<file path="src/rtl/wpm_pkg.sv">
// Package: shared types, request codes and defaults for the wildcard pattern matcher.
package wpm_pkg;

	localparam int MAX_PATTERN_DEF = 32;
	localparam int CHAR_BITS_DEF   = 16;

	localparam logic [15:0] STAR_RESET = 16'd42;
	localparam logic [15:0] ANY_RESET  = 16'd63;

	typedef enum logic [1:0] {
		REQ_CLEAR  = 2'd0,
		REQ_APPEND = 2'd1,
		REQ_TEXT   = 2'd2,
		REQ_END    = 2'd3
	} req_type_t;

	typedef enum logic {
		CFG_STAR_CODE = 1'b0,
		CFG_ANY_CODE  = 1'b1
	} cfg_index_t;

	typedef struct packed {
		logic [1:0]  req_type;
		logic [15:0] char_code;
	} req_item_t;

	typedef struct packed {
		logic matched;
		logic pattern_overflow;
	} rsp_item_t;

	typedef struct packed {
		logic clear;
		logic append;
	} store_ctrl_t;

endpackage

</file>
<file path="src/rtl/wpm_pattern_store.sv">
// Pattern store: character registers, length, overflow flag and per-position compares.
module wpm_pattern_store #(
	parameter int MAX_PATTERN = wpm_pkg::MAX_PATTERN_DEF,
	parameter int CHAR_BITS   = wpm_pkg::CHAR_BITS_DEF,
	localparam int LW         = $clog2(MAX_PATTERN + 1)
) (
	input  logic                    clk,
	input  logic                    arst_n,
	input  wpm_pkg::store_ctrl_t    ctrl,
	input  logic [CHAR_BITS-1:0]    char_code,
	input  logic [CHAR_BITS-1:0]    star_code,
	input  logic [CHAR_BITS-1:0]    any_code,
	output logic [MAX_PATTERN-1:0]  star_vec,
	output logic [MAX_PATTERN-1:0]  match_vec,
	output logic [LW-1:0]           pattern_length,
	output logic                    overflow
);
	import wpm_pkg::*;

	logic [CHAR_BITS-1:0] store_q [MAX_PATTERN];
	logic [LW-1:0]        len_q;
	logic                 ovf_q;
	logic                 full;

	assign full = (len_q == LW'(MAX_PATTERN));

	always_ff @(posedge clk or negedge arst_n) begin
		if (!arst_n) begin
			len_q <= '0;
			ovf_q <= 1'b0;
		end else if (ctrl.clear) begin
			len_q <= '0;
			ovf_q <= 1'b0;
		end else if (ctrl.append) begin
			if (full) begin
				ovf_q <= 1'b1;
			end else begin
				len_q <= len_q + LW'(1);
			end
		end
	end

	always_ff @(posedge clk) begin
		for (int i = 0; i < MAX_PATTERN; i++) begin
			if (ctrl.append && !ctrl.clear && !full && len_q == LW'(i)) begin
				store_q[i] <= char_code;
			end
		end
	end

	always_comb begin
		for (int i = 0; i < MAX_PATTERN; i++) begin
			logic in_use;
			logic is_star;
			in_use       = (LW'(i) < len_q);
			is_star      = (store_q[i] == star_code);
			star_vec[i]  = in_use && is_star;
			match_vec[i] = in_use && !is_star &&
				((store_q[i] == any_code) || (store_q[i] == char_code));
		end
	end

	assign pattern_length = len_q;
	assign overflow       = ovf_q;

endmodule

</file>
<file path="src/rtl/wpm_closure.sv">
// Star closure: parallel-prefix spread of live positions across runs of stars.
module wpm_closure #(
	parameter int MAX_PATTERN = wpm_pkg::MAX_PATTERN_DEF
) (
	input  logic [MAX_PATTERN:0]   live,
	input  logic [MAX_PATTERN-1:0] star_vec,
	output logic [MAX_PATTERN:0]   closed
);
	import wpm_pkg::*;

	localparam int N    = MAX_PATTERN + 1;
	localparam int LVLS = $clog2(N);

	logic [N-1:0] g [LVLS+1];
	logic [N-1:0] p [LVLS+1];

	// p[j]: a star at position j-1 carries a live bit into position j
	always_comb begin
		g[0] = live;
		p[0] = {star_vec, 1'b0};
		for (int l = 0; l < LVLS; l++) begin
			for (int j = 0; j < N; j++) begin
				if (j >= (1 << l)) begin
					g[l+1][j] = g[l][j] | (p[l][j] & g[l][j - (1 << l)]);
					p[l+1][j] = p[l][j] & p[l][j - (1 << l)];
				end else begin
					g[l+1][j] = g[l][j];
					p[l+1][j] = 1'b0;
				end
			end
		end
		closed = g[LVLS];
	end

endmodule

</file>
<file path="src/rtl/wildcard_pattern_matcher_core.sv">
// Top level: glob matcher with star and any codes over a streamed text.
// Result path: an end-of-text request waits in the input register while an earlier
// result is still held, then its result is written into the result register.
// Throughput: one request per cycle; ready drops only while a result waits and
// the next end-of-text request stands in the input register.
// Reset: empty pattern, no overflow, star code 42, any code 63; no clearing pass.
module wildcard_pattern_matcher_core #(
	parameter int MAX_PATTERN = wpm_pkg::MAX_PATTERN_DEF,
	parameter int CHAR_BITS   = wpm_pkg::CHAR_BITS_DEF
) (
	input  logic                clk,
	input  logic                arst_n,
	input  logic                cfg_valid,
	output logic                cfg_ready,
	input  logic                cfg_index,
	input  logic [15:0]         cfg_data,
	input  logic                req_valid,
	output logic                req_ready,
	input  wpm_pkg::req_item_t  req,
	output logic                rsp_valid,
	input  logic                rsp_ready,
	output wpm_pkg::rsp_item_t  rsp
);
	import wpm_pkg::*;

	localparam int LW = $clog2(MAX_PATTERN + 1);
	localparam logic [CHAR_BITS-1:0] STAR_INIT = CHAR_BITS'(STAR_RESET);
	localparam logic [CHAR_BITS-1:0] ANY_INIT  = CHAR_BITS'(ANY_RESET);

	logic [CHAR_BITS-1:0] star_code_q;
	logic [CHAR_BITS-1:0] any_code_q;

	logic                 valid_s1;
	req_item_t            item_s1;
	logic                 advance;
	logic                 is_end;
	logic [CHAR_BITS-1:0] char_s1;

	logic [MAX_PATTERN:0]   live_q;
	logic [MAX_PATTERN:0]   cur;
	logic [MAX_PATTERN:0]   nxt;
	logic [MAX_PATTERN-1:0] star_vec;
	logic [MAX_PATTERN-1:0] match_vec;
	logic [LW-1:0]          pattern_length;
	logic                   overflow;
	store_ctrl_t            ctrl;

	logic      rsp_valid_q;
	rsp_item_t rsp_q;

	// configuration
	assign cfg_ready = 1'b1;

	always_ff @(posedge clk or negedge arst_n) begin
		if (!arst_n) begin
			star_code_q <= STAR_INIT;
			any_code_q  <= ANY_INIT;
		end else if (cfg_valid) begin
			case (cfg_index)
				CFG_STAR_CODE: star_code_q <= CHAR_BITS'(cfg_data);
				CFG_ANY_CODE:  any_code_q  <= CHAR_BITS'(cfg_data);
				default: ;
			endcase
		end
	end

	// input register
	assign is_end    = (item_s1.req_type == REQ_END);
	assign advance   = valid_s1 && (!is_end || !rsp_valid_q || rsp_ready);
	assign req_ready = !valid_s1 || advance;
	assign char_s1   = CHAR_BITS'(item_s1.char_code);

	always_ff @(posedge clk or negedge arst_n) begin
		if (!arst_n) begin
			valid_s1 <= 1'b0;
		end else if (req_ready) begin
			valid_s1 <= req_valid;
		end
	end

	always_ff @(posedge clk) begin
		if (req_ready && req_valid) begin
			item_s1 <= req;
		end
	end

	assign ctrl.clear  = advance && (item_s1.req_type == REQ_CLEAR);
	assign ctrl.append = advance && (item_s1.req_type == REQ_APPEND);

	wpm_pattern_store #(
		.MAX_PATTERN (MAX_PATTERN),
		.CHAR_BITS   (CHAR_BITS)
	) u_store (
		.clk            (clk),
		.arst_n         (arst_n),
		.ctrl           (ctrl),
		.char_code      (char_s1),
		.star_code      (star_code_q),
		.any_code       (any_code_q),
		.star_vec       (star_vec),
		.match_vec      (match_vec),
		.pattern_length (pattern_length),
		.overflow       (overflow)
	);

	wpm_closure #(
		.MAX_PATTERN (MAX_PATTERN)
	) u_closure (
		.live     (live_q),
		.star_vec (star_vec),
		.closed   (cur)
	);

	always_comb begin
		nxt = '0;
		for (int i = 0; i < MAX_PATTERN; i++) begin
			nxt[i]   = nxt[i] | (cur[i] & star_vec[i]);
			nxt[i+1] = cur[i] & match_vec[i];
		end
	end

	always_ff @(posedge clk or negedge arst_n) begin
		if (!arst_n) begin
			live_q <= (MAX_PATTERN+1)'(1);
		end else if (advance) begin
			case (item_s1.req_type)
				REQ_CLEAR:  live_q <= (MAX_PATTERN+1)'(1);
				REQ_APPEND: live_q <= live_q;
				REQ_TEXT:   live_q <= nxt;
				REQ_END:    live_q <= (MAX_PATTERN+1)'(1);
				default:    live_q <= live_q;
			endcase
		end
	end

	// result register
	always_ff @(posedge clk or negedge arst_n) begin
		if (!arst_n) begin
			rsp_valid_q <= 1'b0;
		end else if (advance && is_end) begin
			rsp_valid_q <= 1'b1;
		end else if (rsp_ready) begin
			rsp_valid_q <= 1'b0;
		end
	end

	always_ff @(posedge clk) begin
		if (advance && is_end) begin
			rsp_q.matched          <= cur[pattern_length] && !overflow;
			rsp_q.pattern_overflow <= overflow;
		end
	end

	assign rsp_valid = rsp_valid_q;
	assign rsp       = rsp_q;

endmodule

</file>
<file path="config.mk">
export PLATFORM = sky130hd
export DESIGN_NAME = wildcard_pattern_matcher_core
export DESIGN_NICKNAME = d
export VERILOG_FILES = /design/src/rtl/wpm_pkg.sv /design/src/rtl/wpm_pattern_store.sv /design/src/rtl/wpm_closure.sv /design/src/rtl/wildcard_pattern_matcher_core.sv
export SDC_FILE = /design/constraint.sdc
export NUM_CORES = 2
export LEC_CHECK = 0
export ABC_CLOCK_PERIOD_IN_PS = 5400
export BUFFER_PORTS_ARGS = -buffer_cell sky130_fd_sc_hd__buf_2
export CAP_MARGIN = 20
export CELL_PAD_IN_SITES_DETAIL_PLACEMENT = 2
export CELL_PAD_IN_SITES_GLOBAL_PLACEMENT = 2
export CORE_UTILIZATION = 45
export CTS_CLUSTER_SIZE = 28
export DETAILED_ROUTE_END_ITERATION = 12
export GPL_TIMING_DRIVEN = 0
export PLACE_DENSITY_LB_ADDON = 0.1
export REMOVE_ABC_BUFFERS = 1
export SLEW_MARGIN = 30
export SYNTH_ARGS = -nofsm -noshare
export SYNTH_HDL_FRONTEND = slang
export SYNTH_HIERARCHICAL = 1
export SYNTH_SLANG_ARGS = --single-unit
export TNS_END_PERCENT = 50
</file>
<file path="constraint.sdc">
create_clock -name clk -period 5.4 [get_ports clk]
set_input_delay 1.08 -clock clk [delete_from_list [all_inputs] [get_ports clk]]
set_output_delay 1.08 -clock clk [all_outputs]
set_load 0.01 [all_outputs]
</file>
Word-level counts from Yosys, hierarchy flattened
Memories as Yosys holds them, arrays and structs flattened.
Cells that the tools add are included.

storage, ports and cells
  flip-flop bits (word level) = 94
  memories kept = 1
  input bits = 40
  logic and storage cells = 1,066
  memory bits (writable) = 512

memories
  memory           words  width  read ports  clocked after memory_dff  wr ports  RTL line                 RTL
  u_store.store_q  32     16     32          0                         1         wpm_pattern_store.sv:20  logic [CHAR_BITS-1:0] store_q [MAX_PATTERN];

cells by class
  add/sub/neg operators = 1
  $lt $le $gt $ge = 33
  eq/ne operators = 132
  reduce and logical (&&, ||, !) cells = 251
  muxes and demuxes = 168
  bitwise logic cells = 469

operators by type and width
  operator                                                               count
  16-bit equality test                                                   96
  16-bit two-way mux                                                     31
  16-bit OR reduction                                                    31
  1-bit bitwise AND                                                      301
  1-bit OR                                                               166
  5-bit two-way mux                                                      31
  1-bit logical AND                                                      136
  1-bit two-way mux                                                      101
  6-bit by 5-bit equality test with 1-bit output, second input constant  16
  5-bit by 6-bit < comparator with 1-bit output, first input constant    16
  33-bit case mux with 2 select lines                                    1
  6-bit by 4-bit equality test with 1-bit output, second input constant  8
  4-bit by 6-bit < comparator with 1-bit output, first input constant    8
  1-bit zero test                                                        38
  1-bit logical OR                                                       35
  6-bit by 3-bit equality test with 1-bit output, second input constant  4
  3-bit by 6-bit < comparator with 1-bit output, first input constant    4
  6-bit two-way mux                                                      3
  6-bit by 2-bit equality test with 1-bit output, second input constant  2
  1-bit by 6-bit < comparator with 1-bit output, first input constant    2
  2-bit by 6-bit < comparator with 1-bit output, first input constant    2
  2-bit AND reduction                                                    5
  6-bit by 7-bit < comparator with 1-bit output, second input constant   1
  6-bit by 1-bit adder with 6-bit output, second input constant          1
  11 further kinds                                                       15

Depth between registers and ports, before layout
  word-level depth = 44
  gate-level depth with buffers = 17
  depth with buffers taken out = 16

Modules after synthesis
The synthesis kept the hierarchy.

by module, submodules not included
  module                         cells each  area each (um^2)  seq. area each (um^2)  instances
  wpm_pattern_store              2,939       34,745.8          15,549.9               1
  wildcard_pattern_matcher_core  324         3,873.7           2,289.7                1
  wpm_closure                    138         853.3             0.0                    1

Worst setup path after synthesis
No wires, ideal clock.

  kind = input to register
  start point = input rsp_ready
  end point = memory u_store/store_q[1][112] in the netlist's numbering, enable pin
  data required time = 4,964 ps
  cell stages on the path = 6
  setup slack = 1,013 ps
  data arrival time = 3,951 ps
  path buffers = 1
  library setup time = 436 ps
  cells stage by stage = nor2b_1 a21oi_1 and2_1 clkbuf_1 nor4_1 nor4b_1

RTL lines
  element             RTL line                             RTL
  start: declaration  wildcard_pattern_matcher_core.sv:21  input logic rsp_ready,
  end: declaration    wpm_pattern_store.sv:20

Worst setup path in the final report
  start point = register star_code_q[1]
  end point = register rsp_q (netlist bit rsp[1]) (data pin)

between the ends
  elaborated cells on any way between the ends = 440
  those cells by class = eq/ne (32); mux (2); bitwise (373); reduce/logical (33)

RTL lines
  element                                      RTL line                              RTL
  start: declaration                           wildcard_pattern_matcher_core.sv:30   logic [CHAR_BITS-1:0] star_code_q;
  start signal: assignment                     wildcard_pattern_matcher_core.sv:60   CFG_STAR_CODE: star_code_q <= CHAR_BITS'(cfg_data);
  16-bit equality test *                       wpm_pattern_store.sv:56               is_star = (store_q[i] == star_code);
  1-bit logical AND *                          wpm_pattern_store.sv:57               star_vec[i] = in_use && is_star;
  via star_vec[9]                              wildcard_pattern_matcher_core.sv:42   logic [MAX_PATTERN-1:0] star_vec;
  1-bit bitwise AND                            wpm_closure.sv:24                     g[l+1][j] = g[l][j] | (p[l][j] & g[l][j - (1 << l)]);
  1-bit OR                                     wpm_closure.sv:24
  1-bit bitwise AND                            wpm_closure.sv:24
  1-bit OR (2 in series)                       wpm_closure.sv:24
  1-bit OR *                                   wpm_closure.sv:24
  1-bit bitwise AND *                          wpm_closure.sv:24
  1-bit OR *                                   wpm_closure.sv:24
  via cur[28]                                  wildcard_pattern_matcher_core.sv:40   logic [MAX_PATTERN:0] cur;
  1-bit binary-select mux with 6-bit select *  wildcard_pattern_matcher_core.sv:149  rsp_q.matched <= cur[pattern_length] && !overflow;
  1-bit two-way mux (not written as such) *    wildcard_pattern_matcher_core.sv:149
  1-bit logical AND *                          wildcard_pattern_matcher_core.sv:149
  end: declaration                             wildcard_pattern_matcher_core.sv:49   rsp_item_t rsp_q;

Mark *: on every way through the listed nets, which the timed path passes. The rest lies on a longest branch. The select of a mux whose other input is x is not followed.
A chain may end at the register's enable or synchronous reset.

==> summary.md <==
| Metric | Value |
|---|---|
| Status | `finished, final reports clean` |
| Final total power | `roughly 14 mW` |
| Slew Limit Headroom | `29.2%` |
| Yosys top cell by area | `edfxtp_1` |
| Slew Limit Fails | `0` |
| Die footprint | `just under 90000 um^2` |
| Cells after DPL | `4536` |
| Final setup TNS | `0 ps` |
| Via density | `6.31` |
| Largest net degree at the start of global routing | `67` |
| Leak | `between 10 and 15 nW` |
| Clock-pin slew on the worst setup and hold paths | `60 ps` |
| Area share of the largest cell type after synthesis | `about two fifths` |
| FF-to-FF Start | `star_code_q[1]` |
| Routed Antenna Nets | `0` |
| Port bufs | `43` |
| Synthesized instance count | `~3.4k` |
| WHS | `roughly 300 ps` |
| Hold crit path type | `in -> async` |
| Final setup margin | `approximately 110 ps` |
| FF-to-FF setup slack | `110 ps` |
| Vias in the first global route | `around 32k` |
| Sequential cell area fraction in the yosys report | `45.2%` |
| Most frequent cells in the layout | `994 x xnor2_1, 544 x xor2_1, 532 x edfxtp_1` |
| Gr usage total | `~38%` |
| Row cnt | `around 110` |
| Root Driver | `clkbuf_16` |
| Top post-synthesis cells by area | `edfxtp_1 40%, xnor2_1 22%, xor2_1 12%` |
| Die Span Y | `298 um` |
| Core ar. | `86900 um^2` |
| Most used DFF post-synth | `edfxtp_1` |
| CP peak stage delay | `between 900 and 1000 ps` |
| CP max-delay cell | `dfstp_4` |
| CP Launch Type | `register` |
| Reg-to-reg endpoint | `rsp[1]` |
| Internal power | `approximately 9.6 mW` |
| Longest Clk Path Bufs | `3` |
| Clock group share of total power | `a little under two fifths` |
| DP Worst Slack | `-102 ps` |
| Max cap viols | `0` |
| Critical path required time | `5910 ps` |
| Peak VDD IR | `~0.26 mV` |
| Switching Share | `about a third` |
| Post-synth ARST share | `approximately an eighth` |
| First-pass GRT wire length | `240000 um` |
| Pre-antenna DRT Iters | `5` |
| Drt total wl | `approximately 170000 um` |
| Final Cycle Share | `between 90% and 100%` |
| Grt total ovfl | `0` |
| Layout area overhead | `13.5%` |
| Mapped Area | `about 39000 um^2` |
| Initial antenna violation count | `0` |
| Final setup viols | `0` |
| Num ports | `45` |
| Clk sinks | `slightly above 600` |
| Final non-filler cell total | `roughly 4.7k` |
| Post-DP HPWL | `115000 um` |
| WL/cell | `about 36 um` |
| Worst Path Arrival | `5810 ps` |
| Yosys reg bits | `606` |
| Flop pwr share | `a little over two fifths` |
| YS warnings | `6` |
| Initial drt markers | `around 2.8k` |
| Die W | `a little under 300 um` |
| Design area | `around 45000 um^2` |
| Antenna fix cells | `0` |
| Number of H-tree levels | `3` |
| Final hold violation count | `0` |
| RSZ-0062 raised after global routing | `false` |
| Combinational share of power | `20.6%` |
| Critical path peak fanout | `18` |
| Vias post-DR | `29.5k` |
| Share of cells above drive strength 1 | `a little over an eighth` |
| Crit path kind | `reg -> reg` |
| Gpl congestion | `0.874` |
| Area after DPL | `around 42000 um^2` |
| R2R depth | `14` |
| TritonCTS Buffers | `73` |
| Syn Area/Cell | `~12 um^2` |
| Final net count | `3504` |
| Crit-path cells | `buf_16 -> xor2_1 -> nor4_1 -> nand4_1 -> a21oi_2 -> and3_1 -> o211ai_1 -> a21oi_2 -> o21ai_2 -> o31ai_1 -> mux2i_1 -> a22oi_1 -> and3_1 -> o41a_1` |
| Minimum clock period | `5290 ps` |
| CTS tree | `yes` |
| Sw Pwr | `4.57 mW` |
| Layout Utilization | `between 50% and 60%` |
| Initial Util | `45.4%` |
| Critical Path Source | `star_code_q[1]` |
| Count of flip-flops with a built-in enable after synthesis | `approximately 530` |
| Synth cell types | `82` |
| Crit end category | `register` |
| PD cells | `316 nW/um^2` |
| Measured slew at the worst slew-check pin | `~1100 ps` |
| Fmax | `~190 MHz` |
| Clk Latency, worst-skew pair | `650 ps` |
| Clk_skew | `about 27 ps` |
| DRC | `0` |
| Most common cell after layout, fill and taps aside | `xnor2_1` |
[Yosys cell counts (all sizes together) (10+ instances only)]
library cell and n:
a21o 19, a21oi 37, a22o 31, buf 203
clkbuf 25, dfrtp 64, dfstp 10, edfxtp 532
inv 20, mux2 32, nand2 114, nand3 15
nand4 287, nor2 51, nor2b 14, nor3 16
nor4 199, o211a 19, o21ai 52, xnor2 994
xor2 545
[critical path, delay by kind of cell, from the launching register on]
kind | cells | cell delay [ps]
simple gates | 4 | 1350
mux | 1 | 260
flops | 1 | 930
buf+inv | 1 | 310
xor+xnor | 1 | 110
compound gates | 7 | 2160
[metal layers]
metal | routed length, um | up-vias | global-route usage (%)
met5 | 0 | - | 0
met3 | 9830 | 491 | 5.10
met1 | 68100 | 15500 | 47.6
li1 | - | 12200 | -
met2 | 80300 | 1268 | 62.5
met4 | 10200 | 0 | 19.6
[cells by family (layout without fill, tap and decap cells)]
family                     after synthesis  in the layout  share of synthesized area [%]
xor gates and xnor gates              1539           1539                           34.2
and+or+nand+nor                        742            742                           10.9
DFF                                    606            606                           45.2
buffers and inverters                  248            364                           4.14
AOI/OAI and AO/OA                      214            214                           4.03
muxes                                   45             45                           1.38
adders and majority gates                6              6                          0.190
other                                    1              1                        0.00950
[state kept, by name, indices dropped and copies added (netlist names)]
name                    count
star_code_q                16
any_code_q                 16
u_store/pattern_length      6
live_q                     33
u_store/overflow            1
rsp                         2
item_s1                     2
rsp_valid                   1
char_s1                    16
valid_s1                    1
u_store/store_q           512
[repair_timing]
item,in CTS,in global routing
buffers inserted,0,1
hold buffers,0,0
setup endpoints to repair,1,2
pin swaps,0,1
resized for setup,1,3
[cell type report]
class	instances	area (um^2)
fill	8377	42100
multi-input combinational	2547	20200
sequential	606	18000
timing repair buffer	210	2650
clock buffer	101	2070
tap	1155	1450
clock inverter	33	445
inverter	20	75.1
[power groups by stage]
stage | Sequential, mW | Combinational (mW) | Clock, mW
floorplan | 5.89 | 1.30 | 0
global placement | 6.76 | 1.66 | 0
detailed placement | 6.00 | 2.83 | 0
CTS | 5.90 | 2.87 | 5.38
global route | 5.90 | 3.02 | 5.53
finish | 5.92 | 2.92 | 5.33
[how the worst max path moves through the flow]
stage	end	slack [ps]	cells past startpoint
2_1_floorplan	rsp[1]	1020	14
3_3_place_gp	rsp[1]	-1740	13
3_5_place_dp	rsp[1]	-100	14
4_1_cts	rsp[1]	70	14
5_1_grt	rsp[1]	20	14
6_report	rsp[1]	110	14
(Power assumes the default switching activity.)
